File: config.mk
export PLATFORM = sky130hd
export DESIGN_NAME = cubic_bezier_path_stepper
export DESIGN_NICKNAME = d
export VERILOG_FILES = /design/src/hdl/cbz_pkg.sv /design/src/hdl/cbz_dp.sv /design/src/hdl/cbz_ctrl.sv /design/src/hdl/cubic_bezier_path_stepper.sv
export VERILOG_INCLUDE_DIRS = /design/src /design/src/hdl
export SDC_FILE = /design/constraint.sdc
export NUM_CORES = 2
export LEC_CHECK = 0
export BUFFER_PORTS_ARGS = -buffer_cell sky130_fd_sc_hd__buf_2
export CAP_MARGIN = 20
export CORE_MARGIN = 1.5
export CORE_UTILIZATION = 47
export CTS_BUF_LIST = sky130_fd_sc_hd__clkbuf_2
export DETAILED_ROUTE_END_ITERATION = 10
export HOLD_SLACK_MARGIN = 0.02
export REMOVE_ABC_BUFFERS = 1
export SYNTH_ARGS = -nofsm -noshare
export SYNTH_HDL_FRONTEND = slang
export SYNTH_SLANG_ARGS = --single-unit
File: constraint.sdc
create_clock -name clk_i -period 8.35 [get_ports clk_i]
set_input_delay 0.835 -clock clk_i [delete_from_list [all_inputs] [get_ports clk_i]]
set_output_delay 0.835 -clock clk_i [all_outputs]
set_load 0.01 [all_outputs]
File: src/hdl/cubic_bezier_path_stepper_defines.svh
// Assertion macros shared by the cubic Bezier path stepper RTL.
`ifndef CUBIC_BEZIER_PATH_STEPPER_DEFINES_SVH
`define CUBIC_BEZIER_PATH_STEPPER_DEFINES_SVH

// Check that cons holds in the same cycle whenever ante holds.
`define CBZ_ASSERT_IMPL(label, ante, cons, msg) \
  label: assert property (@(posedge clk_i) disable iff (!rst_ni) (ante) |-> (cons)) \
    else $error(msg);

// Check that cons holds in the cycle after ante.
`define CBZ_ASSERT_NEXT(label, ante, cons, msg) \
  label: assert property (@(posedge clk_i) disable iff (!rst_ni) (ante) |=> (cons)) \
    else $error(msg);

`endif

File: src/hdl/cbz_pkg.sv
// Shared types, constants and the multiply-accumulate program of the path stepper.
package cbz_pkg;

  localparam logic ACT_START = 1'b0;
  localparam logic ACT_TICK  = 1'b1;

  localparam logic CFG_FRAME_COUNT   = 1'b0;
  localparam logic CFG_ARRIVE_MARGIN = 1'b1;

  localparam logic [7:0] FRAME_COUNT_RST   = 8'd90;
  localparam logic [7:0] ARRIVE_MARGIN_RST = 8'd25;

  // Control point scale factors, Q0.16
  localparam logic [14:0] K_C1X = 15'd26214;
  localparam logic [14:0] K_C1Y = 15'd9830;
  localparam logic [14:0] K_C2X = 15'd19661;
  localparam logic [14:0] K_C2Y = 15'd1966;

  localparam logic [4:0] UOP_CTRL_LAST  = 5'd3;
  localparam logic [4:0] UOP_STEP_FIRST = 5'd4;
  localparam logic [4:0] UOP_LAST       = 5'd29;
  localparam logic [4:0] DIV_LAST       = 5'd23;

  localparam logic signed [12:0] COORD_MAX = 13'h0FFF;
  localparam logic signed [12:0] COORD_MIN = 13'h1000;

  typedef enum logic [3:0] {
    A_DX, A_DY, A_T, A_U, A_TT_LO, A_TT_HI, A_UU_LO, A_UU_HI,
    A_P0X, A_P0Y, A_P3X, A_P3Y, A_C1X, A_C1Y, A_C2X, A_C2Y
  } a_sel_e;

  typedef enum logic [3:0] {
    B_K1X, B_K1Y, B_K2X, B_K2Y, B_T, B_U, B_T3, B_U3,
    B_W0_LO, B_W0_HI, B_W1_LO, B_W1_HI, B_W2_LO, B_W2_HI, B_W3_LO, B_W3_HI
  } b_sel_e;

  typedef enum logic [1:0] {SH_0, SH_17, SH_25} sh_sel_e;

  typedef enum logic [3:0] {
    D_NONE, D_C1X, D_C1Y, D_C2X, D_C2Y, D_TT, D_UU,
    D_W0, D_W1, D_W2, D_W3, D_SX, D_SY
  } dest_e;

  typedef struct packed {
    a_sel_e  a_sel;
    b_sel_e  b_sel;
    sh_sel_e sh_sel;
    logic    clr;
    dest_e   dest;
  } uop_t;

  typedef struct packed {
    logic load;
    logic step_adv;
    logic div_run;
    logic prep;
    logic mac_en;
    uop_t uop;
    logic round;
  } dp_cmd_t;

  typedef struct packed {
    logic in_box;
  } dp_sts_t;

  // Ops 0..3 build the control points, 4..13 the Bernstein weights,
  // 14..29 the weighted sums per axis (each 49-bit weight in two limbs).
  function automatic uop_t uop_decode(input logic [4:0] idx);
    uop_t u;
    case (idx)
      5'd0:  u = '{A_DX,    B_K1X,   SH_0,  1'b1, D_C1X};
      5'd1:  u = '{A_DY,    B_K1Y,   SH_0,  1'b1, D_C1Y};
      5'd2:  u = '{A_DX,    B_K2X,   SH_0,  1'b1, D_C2X};
      5'd3:  u = '{A_DY,    B_K2Y,   SH_0,  1'b1, D_C2Y};
      5'd4:  u = '{A_T,     B_T,     SH_0,  1'b1, D_TT};
      5'd5:  u = '{A_U,     B_U,     SH_0,  1'b1, D_UU};
      5'd6:  u = '{A_TT_LO, B_T,     SH_0,  1'b1, D_NONE};
      5'd7:  u = '{A_TT_HI, B_T,     SH_17, 1'b0, D_W3};
      5'd8:  u = '{A_UU_LO, B_U,     SH_0,  1'b1, D_NONE};
      5'd9:  u = '{A_UU_HI, B_U,     SH_17, 1'b0, D_W0};
      5'd10: u = '{A_TT_LO, B_U3,    SH_0,  1'b1, D_NONE};
      5'd11: u = '{A_TT_HI, B_U3,    SH_17, 1'b0, D_W2};
      5'd12: u = '{A_UU_LO, B_T3,    SH_0,  1'b1, D_NONE};
      5'd13: u = '{A_UU_HI, B_T3,    SH_17, 1'b0, D_W1};
      5'd14: u = '{A_P0X,   B_W0_LO, SH_0,  1'b1, D_NONE};
      5'd15: u = '{A_P0X,   B_W0_HI, SH_25, 1'b0, D_NONE};
      5'd16: u = '{A_P3X,   B_W3_LO, SH_0,  1'b0, D_NONE};
      5'd17: u = '{A_P3X,   B_W3_HI, SH_25, 1'b0, D_NONE};
      5'd18: u = '{A_C2X,   B_W2_LO, SH_0,  1'b0, D_NONE};
      5'd19: u = '{A_C2X,   B_W2_HI, SH_25, 1'b0, D_NONE};
      5'd20: u = '{A_C1X,   B_W1_LO, SH_0,  1'b0, D_NONE};
      5'd21: u = '{A_C1X,   B_W1_HI, SH_25, 1'b0, D_SX};
      5'd22: u = '{A_P0Y,   B_W0_LO, SH_0,  1'b1, D_NONE};
      5'd23: u = '{A_P0Y,   B_W0_HI, SH_25, 1'b0, D_NONE};
      5'd24: u = '{A_P3Y,   B_W3_LO, SH_0,  1'b0, D_NONE};
      5'd25: u = '{A_P3Y,   B_W3_HI, SH_25, 1'b0, D_NONE};
      5'd26: u = '{A_C2Y,   B_W2_LO, SH_0,  1'b0, D_NONE};
      5'd27: u = '{A_C2Y,   B_W2_HI, SH_25, 1'b0, D_NONE};
      5'd28: u = '{A_C1Y,   B_W1_LO, SH_0,  1'b0, D_NONE};
      5'd29: u = '{A_C1Y,   B_W1_HI, SH_25, 1'b0, D_SY};
      default: u = '{A_DX,  B_K1X,   SH_0,  1'b1, D_NONE};
    endcase
    return u;
  endfunction

endpackage

File: src/hdl/cbz_dp.sv
// Datapath: path registers, step divider, shared multiply-accumulate, rounding.
module cbz_dp (
  input  logic                clk_i,
  input  logic                rst_ni,
  input  cbz_pkg::dp_cmd_t    cmd_i,
  output cbz_pkg::dp_sts_t    sts_o,
  input  logic [7:0]          frame_count_i,
  input  logic [7:0]          arrive_margin_i,
  input  logic signed [12:0]  start_x_i,
  input  logic signed [12:0]  start_y_i,
  input  logic signed [12:0]  end_x_i,
  input  logic signed [12:0]  end_y_i,
  output logic signed [12:0]  pos_x_o,
  output logic signed [12:0]  pos_y_o
);
  import cbz_pkg::*;

  localparam logic signed [43:0] CTL_HALF = 44'sh8000;
  localparam logic signed [61:0] POS_HALF = 62'sh8000_0000_0000;

  function automatic logic signed [12:0] sat13(input logic signed [13:0] v);
    logic signed [12:0] r;
    if (v[13] != v[12]) begin
      r = v[13] ? COORD_MIN : COORD_MAX;
    end else begin
      r = $signed(v[12:0]);
    end
    return r;
  endfunction

  logic signed [12:0] p0x_q, p0y_q, p3x_q, p3y_q;
  logic signed [12:0] c1x_q, c1y_q, c2x_q, c2y_q;
  logic signed [13:0] dx_q, dy_q;
  logic [7:0]  fc, step_q, step_nx;
  logic [8:0]  step_inc;
  logic [23:0] div_num_q;
  logic [7:0]  div_rem_q;
  logic [16:0] div_quo_q;
  logic [8:0]  div_r2, div_diff;
  logic        div_ge;
  logic [16:0] t_q, u_q, u_nx;
  logic [17:0] t3_q, u3_q;
  logic signed [17:0] mul_a;
  logic [24:0] mul_b;
  logic signed [43:0] prod_q, ctl_sum;
  sh_sel_e     sh_q;
  logic        clr_q;
  dest_e       dest_q;
  logic        mac_v_q;
  logic signed [61:0] prod_ext, prod_sh, acc_q, acc_d;
  logic [33:0] tt_q, uu_q;
  logic [48:0] w0_q, w1_q, w2_q, w3_q;
  logic signed [61:0] sx_q, sy_q, rsx, rsy;
  logic signed [12:0] pos_x_q, pos_y_q;
  logic signed [14:0] margin, lo_x, hi_x, lo_y, hi_y, pxe, pye;

  // Zero frame count behaves as one
  assign fc       = (frame_count_i == 8'd0) ? 8'd1 : frame_count_i;
  assign step_inc = {1'b0, step_q} + 9'd1;
  assign step_nx  = (step_inc < {1'b0, fc}) ? step_inc[7:0] : fc;

  // Restoring division, one quotient bit per cycle
  assign div_r2   = {div_rem_q, div_num_q[23]};
  assign div_ge   = div_r2 >= {1'b0, fc};
  assign div_diff = div_r2 - {1'b0, fc};
  assign u_nx     = 17'h10000 - div_quo_q;

  always_ff @(posedge clk_i or negedge rst_ni) begin
    if (!rst_ni) begin
      step_q <= '0;
    end else if (cmd_i.load) begin
      step_q <= '0;
    end else if (cmd_i.step_adv) begin
      step_q <= step_nx;
    end
  end

  always_ff @(posedge clk_i) begin
    if (cmd_i.load) begin
      p0x_q <= start_x_i;
      p0y_q <= start_y_i;
      p3x_q <= end_x_i;
      p3y_q <= end_y_i;
      dx_q  <= 14'(end_x_i) - 14'(start_x_i);
      dy_q  <= 14'(end_y_i) - 14'(start_y_i);
    end
    if (cmd_i.step_adv) begin
      // numerator: step * 2^16 + fc / 2
      div_num_q <= {step_nx, 9'd0, fc[7:1]};
      div_rem_q <= '0;
      div_quo_q <= '0;
    end else if (cmd_i.div_run) begin
      div_rem_q <= div_ge ? div_diff[7:0] : div_r2[7:0];
      div_num_q <= {div_num_q[22:0], 1'b0};
      div_quo_q <= {div_quo_q[15:0], div_ge};
    end
    if (cmd_i.prep) begin
      t_q  <= div_quo_q;
      u_q  <= u_nx;
      t3_q <= {1'b0, div_quo_q} + {div_quo_q, 1'b0};
      u3_q <= {1'b0, u_nx} + {u_nx, 1'b0};
    end
  end

  always_comb begin
    case (cmd_i.uop.a_sel)
      A_DX:    mul_a = 18'(dx_q);
      A_DY:    mul_a = 18'(dy_q);
      A_T:     mul_a = {1'b0, t_q};
      A_U:     mul_a = {1'b0, u_q};
      A_TT_LO: mul_a = {1'b0, tt_q[16:0]};
      A_TT_HI: mul_a = {1'b0, tt_q[33:17]};
      A_UU_LO: mul_a = {1'b0, uu_q[16:0]};
      A_UU_HI: mul_a = {1'b0, uu_q[33:17]};
      A_P0X:   mul_a = 18'(p0x_q);
      A_P0Y:   mul_a = 18'(p0y_q);
      A_P3X:   mul_a = 18'(p3x_q);
      A_P3Y:   mul_a = 18'(p3y_q);
      A_C1X:   mul_a = 18'(c1x_q);
      A_C1Y:   mul_a = 18'(c1y_q);
      A_C2X:   mul_a = 18'(c2x_q);
      A_C2Y:   mul_a = 18'(c2y_q);
      default: mul_a = '0;
    endcase
    case (cmd_i.uop.b_sel)
      B_K1X:   mul_b = {10'd0, K_C1X};
      B_K1Y:   mul_b = {10'd0, K_C1Y};
      B_K2X:   mul_b = {10'd0, K_C2X};
      B_K2Y:   mul_b = {10'd0, K_C2Y};
      B_T:     mul_b = {8'd0, t_q};
      B_U:     mul_b = {8'd0, u_q};
      B_T3:    mul_b = {7'd0, t3_q};
      B_U3:    mul_b = {7'd0, u3_q};
      B_W0_LO: mul_b = w0_q[24:0];
      B_W0_HI: mul_b = {1'b0, w0_q[48:25]};
      B_W1_LO: mul_b = w1_q[24:0];
      B_W1_HI: mul_b = {1'b0, w1_q[48:25]};
      B_W2_LO: mul_b = w2_q[24:0];
      B_W2_HI: mul_b = {1'b0, w2_q[48:25]};
      B_W3_LO: mul_b = w3_q[24:0];
      B_W3_HI: mul_b = {1'b0, w3_q[48:25]};
      default: mul_b = '0;
    endcase
  end

  // Stage one: registered product
  always_ff @(posedge clk_i or negedge rst_ni) begin
    if (!rst_ni) begin
      mac_v_q <= 1'b0;
    end else begin
      mac_v_q <= cmd_i.mac_en;
    end
  end

  always_ff @(posedge clk_i) begin
    if (cmd_i.mac_en) begin
      prod_q <= mul_a * $signed({1'b0, mul_b});
      sh_q   <= cmd_i.uop.sh_sel;
      clr_q  <= cmd_i.uop.clr;
      dest_q <= cmd_i.uop.dest;
    end
  end

  // Stage two: accumulate and write back
  assign prod_ext = 62'(prod_q);
  assign ctl_sum  = prod_q + CTL_HALF;

  always_comb begin
    case (sh_q)
      SH_0:    prod_sh = prod_ext;
      SH_17:   prod_sh = prod_ext <<< 17;
      SH_25:   prod_sh = prod_ext <<< 25;
      default: prod_sh = prod_ext;
    endcase
    acc_d = (clr_q ? 62'sd0 : acc_q) + prod_sh;
  end

  always_ff @(posedge clk_i) begin
    if (mac_v_q) begin
      acc_q <= acc_d;
      case (dest_q)
        D_C1X:   c1x_q <= ctl_sum[28:16];
        D_C1Y:   c1y_q <= ctl_sum[28:16];
        D_C2X:   c2x_q <= ctl_sum[28:16];
        D_C2Y:   c2y_q <= ctl_sum[28:16];
        D_TT:    tt_q  <= acc_d[33:0];
        D_UU:    uu_q  <= acc_d[33:0];
        D_W0:    w0_q  <= acc_d[48:0];
        D_W1:    w1_q  <= acc_d[48:0];
        D_W2:    w2_q  <= acc_d[48:0];
        D_W3:    w3_q  <= acc_d[48:0];
        D_SX:    sx_q  <= acc_d;
        D_SY:    sy_q  <= acc_d;
        default: ;
      endcase
    end
  end

  // Round the 48 fraction bits away, halves up, then saturate
  assign rsx = sx_q + POS_HALF;
  assign rsy = sy_q + POS_HALF;

  always_ff @(posedge clk_i or negedge rst_ni) begin
    if (!rst_ni) begin
      pos_x_q <= '0;
      pos_y_q <= '0;
    end else if (cmd_i.round) begin
      pos_x_q <= sat13(rsx[61:48]);
      pos_y_q <= sat13(rsy[61:48]);
    end
  end

  assign margin = $signed({7'd0, arrive_margin_i});
  assign pxe    = 15'(pos_x_q);
  assign pye    = 15'(pos_y_q);
  assign lo_x   = 15'(p3x_q) - margin;
  assign hi_x   = 15'(p3x_q) + margin;
  assign lo_y   = 15'(p3y_q) - margin;
  assign hi_y   = 15'(p3y_q) + margin;

  assign sts_o.in_box = (pxe >= lo_x) && (pxe <= hi_x) && (pye >= lo_y) && (pye <= hi_y);
  assign pos_x_o      = pos_x_q;
  assign pos_y_o      = pos_y_q;

endmodule

File: src/hdl/cbz_ctrl.sv
// Controller: sequences load, division, multiply-accumulate program and result hand-off.
module cbz_ctrl (
  input  logic              clk_i,
  input  logic              rst_ni,
  input  logic              in_valid_i,
  output logic              in_ready_o,
  input  logic              action_i,
  input  logic              out_free_i,
  input  cbz_pkg::dp_sts_t  sts_i,
  output cbz_pkg::dp_cmd_t  cmd_o,
  output logic              emit_o,
  output logic              moving_o,
  output logic              arrived_o
);
  import cbz_pkg::*;

  localparam logic [3:0] ST_IDLE  = 4'd0;
  localparam logic [3:0] ST_CTRL  = 4'd1;
  localparam logic [3:0] ST_ADV   = 4'd2;
  localparam logic [3:0] ST_DIV   = 4'd3;
  localparam logic [3:0] ST_PREP  = 4'd4;
  localparam logic [3:0] ST_MAC   = 4'd5;
  localparam logic [3:0] ST_DRAIN = 4'd6;
  localparam logic [3:0] ST_ROUND = 4'd7;
  localparam logic [3:0] ST_CHECK = 4'd8;
  localparam logic [3:0] ST_EMIT  = 4'd9;

  logic [3:0] state_q, state_d;
  logic [4:0] cnt_q, cnt_d;
  logic       armed_q, armed_d;
  logic       fin_q, fin_d;

  always_comb begin
    state_d   = state_q;
    cnt_d     = cnt_q;
    armed_d   = armed_q;
    fin_d     = fin_q;
    emit_o    = 1'b0;
    cmd_o     = '0;
    cmd_o.uop = uop_decode(cnt_q);
    case (state_q)
      ST_IDLE: begin
        if (in_valid_i) begin
          if (action_i == ACT_START && !armed_q && !fin_q) begin
            cmd_o.load = 1'b1;
            armed_d    = 1'b1;
            cnt_d      = '0;
            state_d    = ST_CTRL;
          end else if (action_i == ACT_TICK && armed_q && !fin_q) begin
            state_d = ST_ADV;
          end else begin
            // nothing to do: repeat the current output
            state_d = ST_EMIT;
          end
        end
      end
      ST_CTRL: begin
        cmd_o.mac_en = 1'b1;
        if (cnt_q == UOP_CTRL_LAST) begin
          state_d = ST_ADV;
        end else begin
          cnt_d = cnt_q + 5'd1;
        end
      end
      ST_ADV: begin
        cmd_o.step_adv = 1'b1;
        cnt_d          = '0;
        state_d        = ST_DIV;
      end
      ST_DIV: begin
        cmd_o.div_run = 1'b1;
        if (cnt_q == DIV_LAST) begin
          state_d = ST_PREP;
        end else begin
          cnt_d = cnt_q + 5'd1;
        end
      end
      ST_PREP: begin
        cmd_o.prep = 1'b1;
        cnt_d      = UOP_STEP_FIRST;
        state_d    = ST_MAC;
      end
      ST_MAC: begin
        cmd_o.mac_en = 1'b1;
        if (cnt_q == UOP_LAST) begin
          state_d = ST_DRAIN;
        end else begin
          cnt_d = cnt_q + 5'd1;
        end
      end
      ST_DRAIN: begin
        state_d = ST_ROUND;
      end
      ST_ROUND: begin
        cmd_o.round = 1'b1;
        state_d     = ST_CHECK;
      end
      ST_CHECK: begin
        if (sts_i.in_box) begin
          fin_d = 1'b1;
        end
        state_d = ST_EMIT;
      end
      ST_EMIT: begin
        if (out_free_i) begin
          emit_o  = 1'b1;
          state_d = ST_IDLE;
        end
      end
      default: begin
        state_d = ST_IDLE;
      end
    endcase
  end

  always_ff @(posedge clk_i or negedge rst_ni) begin
    if (!rst_ni) begin
      state_q <= ST_IDLE;
      cnt_q   <= '0;
      armed_q <= 1'b0;
      fin_q   <= 1'b0;
    end else begin
      state_q <= state_d;
      cnt_q   <= cnt_d;
      armed_q <= armed_d;
      fin_q   <= fin_d;
    end
  end

  assign in_ready_o = (state_q == ST_IDLE);
  assign moving_o   = armed_q && !fin_q;
  assign arrived_o  = fin_q;

endmodule

File: src/hdl/cubic_bezier_path_stepper.sv
// Top level of the cubic Bezier path stepper: config registers, output register, core.
// A tick that steps advances the step, divides for t, runs the step ops, rounds and checks;
// a start item that arms the path builds the control points first; an ignored item re-emits.
// One item at a time, held longer while a result waits: t comes from a restoring divider
// and the curve from 26 ops on one shared 18x26 multiplier.
// Reset disarms the path, clears the step, position (0,0) and flags; frame_count 90, arrive_margin 25.
`include "cubic_bezier_path_stepper_defines.svh"

module cubic_bezier_path_stepper (
  input  logic               clk_i,
  input  logic               rst_ni,
  input  logic               in_valid_i,
  output logic               in_ready_o,
  input  logic               action_i,
  input  logic signed [12:0] start_x_i,
  input  logic signed [12:0] start_y_i,
  input  logic signed [12:0] end_x_i,
  input  logic signed [12:0] end_y_i,
  output logic               out_valid_o,
  input  logic               out_ready_i,
  output logic signed [12:0] pos_x_o,
  output logic signed [12:0] pos_y_o,
  output logic               moving_o,
  output logic               arrived_o,
  input  logic               cfg_we_i,
  input  logic               cfg_index_i,
  input  logic [7:0]         cfg_data_i
);
  import cbz_pkg::*;

  logic [7:0]         frame_count_q, arrive_margin_q;
  logic               out_valid_q, moving_q, arrived_q;
  logic signed [12:0] pos_x_q, pos_y_q;
  logic               out_free, emit, flag_moving, flag_arrived;
  logic signed [12:0] dp_pos_x, dp_pos_y;
  dp_cmd_t            cmd;
  dp_sts_t            sts;

  // Configuration writes land directly; the user must issue them only while idle, the block does not enforce it.
  always_ff @(posedge clk_i or negedge rst_ni) begin
    if (!rst_ni) begin
      frame_count_q   <= FRAME_COUNT_RST;
      arrive_margin_q <= ARRIVE_MARGIN_RST;
    end else if (cfg_we_i) begin
      case (cfg_index_i)
        CFG_FRAME_COUNT:   frame_count_q   <= cfg_data_i;
        CFG_ARRIVE_MARGIN: arrive_margin_q <= cfg_data_i;
        default: ;
      endcase
    end
  end

  // The output slot may be refilled in the same cycle its transfer completes.
  assign out_free = !out_valid_q || out_ready_i;

  cbz_ctrl u_ctrl (
    .clk_i      (clk_i),
    .rst_ni     (rst_ni),
    .in_valid_i (in_valid_i),
    .in_ready_o (in_ready_o),
    .action_i   (action_i),
    .out_free_i (out_free),
    .sts_i      (sts),
    .cmd_o      (cmd),
    .emit_o     (emit),
    .moving_o   (flag_moving),
    .arrived_o  (flag_arrived)
  );

  cbz_dp u_dp (
    .clk_i           (clk_i),
    .rst_ni          (rst_ni),
    .cmd_i           (cmd),
    .sts_o           (sts),
    .frame_count_i   (frame_count_q),
    .arrive_margin_i (arrive_margin_q),
    .start_x_i       (start_x_i),
    .start_y_i       (start_y_i),
    .end_x_i         (end_x_i),
    .end_y_i         (end_y_i),
    .pos_x_o         (dp_pos_x),
    .pos_y_o         (dp_pos_y)
  );

  // Result register: hold until the transfer, decoupling the core from the sink.
  always_ff @(posedge clk_i or negedge rst_ni) begin
    if (!rst_ni) begin
      out_valid_q <= 1'b0;
    end else if (emit) begin
      out_valid_q <= 1'b1;
    end else if (out_ready_i) begin
      out_valid_q <= 1'b0;
    end
  end

  always_ff @(posedge clk_i) begin
    if (emit) begin
      pos_x_q   <= dp_pos_x;
      pos_y_q   <= dp_pos_y;
      moving_q  <= flag_moving;
      arrived_q <= flag_arrived;
    end
  end

  assign out_valid_o = out_valid_q;
  assign pos_x_o     = pos_x_q;
  assign pos_y_o     = pos_y_q;
  assign moving_o    = moving_q;
  assign arrived_o   = arrived_q;

  // Arrival is final until reset.
  `CBZ_ASSERT_NEXT(a_arrived_sticky, flag_arrived, flag_arrived, "arrival flag dropped")
  // A new result never overwrites one that has not been transferred.
  `CBZ_ASSERT_IMPL(a_no_overwrite, emit, out_free, "pending result overwritten")
  // A held result is never moving and arrived at once.
  `CBZ_ASSERT_IMPL(a_flags_exclusive, out_valid_q, !(moving_q && arrived_q), "moving and arrived")

endmodule

==> flow_summary_export.csv <==
group,metric,value,unit
worst_setup_path,arrival,10.02,ns
worst_setup_path,r2r-start,"u_ctrl.cnt_q[1]",
route,routed_via_density,5.72,
die,die_area,0.118,sq mm
clock_network,clock_sinks,745,
synth,seq_area_frac_synth,0.400,
worst_setup_path,critPathLaunchType,"register",
sta,hold_viol,0,
worst_setup_path,worstSetupPathType,"register to register",
sta,worst_slew_pin_slew,1.24,ns
cells_and_area,nets,6890,
clock_network,insertion_delay,1.65,ns
global_routing,met3_usage,0.0746,
die,die_w,343,microns
sta,setup_tns,-4.77,ns
min_path,hold_class,"primary input to register",
route,routed_wl,188000,microns
synth,syn_area_per_cell,10.4,sq um
global_routing,use_met2,0.496,
synth,yosys_warnings,0,
worst_setup_path,cpMaxStageDelayCell,"fa_1",
sta,fin_ws,-0.393,ns
die,start_util,0.475,
min_path,holdPathEnd,"u_dp.dy_q[2]",
global_routing,grt-busiest-layer,"met2",
worst_setup_path,ff2ff_setup_slack,-0.39,ns
clock_network,cts_buffers,193,
worst_setup_path,r2r_end,"u_dp.prod_q[34]",
worst_setup_path,required,9.62,ns
sta,post-route-min-period,8.74,ns
global_routing,grt_use_met1,0.426,
cells_and_area,post-route-util,0.577,
worst_setup_path,critPathMaxStageDelay,0.56,ns
global_routing,grt_start_max_net_pins,68,
clock_network,clkSlewWorstSetupHoldPaths,0.11,ns
die,die_y,343,microns
place,gp_congestion,0.988,
route,detail-route-antenna-nets,0,
global_routing,grt_pass1_wl,276000,microns
sta,clock.fmax,114,MHz
sta,slew-limit-headroom,0.172,
clock_network,cts.htree.levels,4,
worst_setup_path,worstSetupEndpointType,"register",
cells_and_area,drive_gt1_frac,0.212,
job,max_cap_violations,0,
clock_network,cts_tree,"yes",
synth,syn-instance-count,5243,
cells_and_area,mostFrequentLayoutCell,"edfxtp_1",
route,via_count,44000,
synth,syn_area,0.0544,sq mm
cells_and_area,areaGrowthSynthToFinish,21.5,%
route,drc,12,
synth,async_reset_ff_frac,0.0846,
worst_setup_path,critPathMostFrequentCell,"fa_1",
synth,synth_edf_count,648,
sta,drv_slew,0,
status,status,"finished, violations left",
worst_setup_path,worstPathMaxFanout,17,
global_routing,grt_pass1_vias,43800,
global_routing,grt_overflow_total,0,
global_routing,grt_usage,0.318,
die,core_area,0.115,sq mm
route,routedWlPerCell,24.4,microns
route,drt_first_pass_iters,11,
clock_network,clockRootBuffer,"clkbuf_2",
clock_network,cts_buffer_depth,3,
min_path,min-delay-start,"end_y_i[2]",
die,io_pins,97,
worst_setup_path,reg2regPathDepth,40,
status,violations,"design-rule violations, negative setup slack",
cells_and_area,final_cell_mix,"648 x edfxtp_1, 637 x inv_1, 496 x nand2_1",
synth,yosysUniqueCellTypes,91,
sta,finalSetupViolations,20,
synth,yosys_most_used_dff,"edfxtp_1",
sta,period_share,1.05,
die,fp-row-count,124,
route,drt_iter0_drc,4899,
min_path,hold_depth,4,
place,hpwlAfterDp,141000,microns
global_routing,antenna_found_initial,8,
place,port_buffers,96,
synth,synth_seq_cells,745,
sta,rsz0062_at_grt,"true",
sta,finalClockSkew,0.153,ns
## final cells by class
cell class | count | area (sq um)
clock inverter | 66 | 412
tap | 1512 | 1890
antenna | 4 | 10.0
multi-input combinational | 3616 | 30700
sequential | 745 | 21700
inverter | 661 | 2480
timing repair buffer | 826 | 7540
clock buffer | 269 | 1350
fill | 9843 | 48400
## state kept, by name (all words and copies together) (netlist names), 14 cells and up
register and cells:
u_dp.uu_q 34, u_dp.w3_q 49, u_dp.dy_q 14, u_dp.dx_q 14
u_dp.tt_q 34, u_dp.t3_q 17, u_dp.t_q 16, u_dp.w1_q 49
u_dp.w0_q 49, u_dp.sx_q 15, u_dp.u3_q 18, u_dp.prod_q 44
u_dp.div_num_q 24, u_dp.w2_q 49, u_dp.sy_q 15, u_dp.u_q 15
u_dp.acc_q 62, u_dp.div_quo_q 17
## worst max-delay path: cells and delay by family, from the launching register on
family / cells / cell delay (ns)
buf+inv: 15 / 1.78
xor+xnor: 1 / 0.10
flops: 1 / 0.39
fa+ha+maj: 8 / 3.34
compound gates: 9 / 1.98
simple gates: 7 / 0.83
## how the worst max path moves through the flow
stage / from / end / slack (ns) / cells past startpoint
after floorplan: u_ctrl.cnt_q[2] / u_dp.prod_q[38] / -1.22 / 32
after global placement: u_ctrl.cnt_q[1] / u_dp.prod_q[38] / -0.72 / 38
after detailed placement: u_ctrl.cnt_q[1] / u_dp.prod_q[38] / -0.74 / 38
after CTS: u_ctrl.cnt_q[1] / u_dp.prod_q[43] / -0.31 / 39
after global routing: u_ctrl.cnt_q[1] / u_dp.prod_q[26] / -0.64 / 41
final: u_ctrl.cnt_q[1] / u_dp.prod_q[34] / -0.39 / 40
## cells in the mapped netlist, drive strengths merged (132+ instances only)
master / number / area [sq um]
o21ai: 227 / 1140
nor2: 370 / 1390
ha: 403 / 5040
a21oi: 241 / 1210
nor2b: 136 / 851
nand2: 509 / 1910
fa: 377 / 7550
clkbuf: 132 / 495
a22oi: 138 / 1040
xnor2: 159 / 1390
edfxtp: 648 / 19500
inv: 660 / 2480
## stage by stage
stage | cells | area, sq um | setup WS (ns) | hold slack, ns
final | 7699 | 66100 | -0.393 | 0.254
after global routing | 7699 | 66100 | -0.638 | 0.183
after CTS | 7646 | 64800 | -0.312 | 0.0229
after detailed placement | 7127 | 60500 | -0.738 | 0.444
after global placement | 7118 | 60400 | -0.717 | 0.438
after floorplan | 5022 | 53400 | -1.22 | 0.425
## per-layer routing
layer,vias to the layer above,wire length (microns),share of wire
met5,-,69,0.00037
met4,4,8770,0.047
met3,438,19000,0.10
met2,2190,84200,0.45
met1,21500,76000,0.40
li1,19800,-,-
## what timing repair did
item                                    CTS  global route
resized for setup                       158           187
hold buffers                            145             0
buffers inserted                         35            41
cloned                                    4             4
hold endpoints to repair                180             0
pin swaps                                67            63
endpoints found under the setup margin   21            28
## logic make-up after synthesis
group                    Yosys count  synth area share
XOR/XNOR                         234            0.0377
multiplexers                      70            0.0139
adder cells (fa/ha/maj)          780             0.232
AO/OA/AOI/OAI                   1015             0.122
flip-flops                       745             0.400
buffers and inverters            882            0.0630
AND/OR/NAND/NOR                 1517             0.132
Power is not shown: default switching activity piles up to over one toggle a cycle in this logic, so the estimate is an artifact.
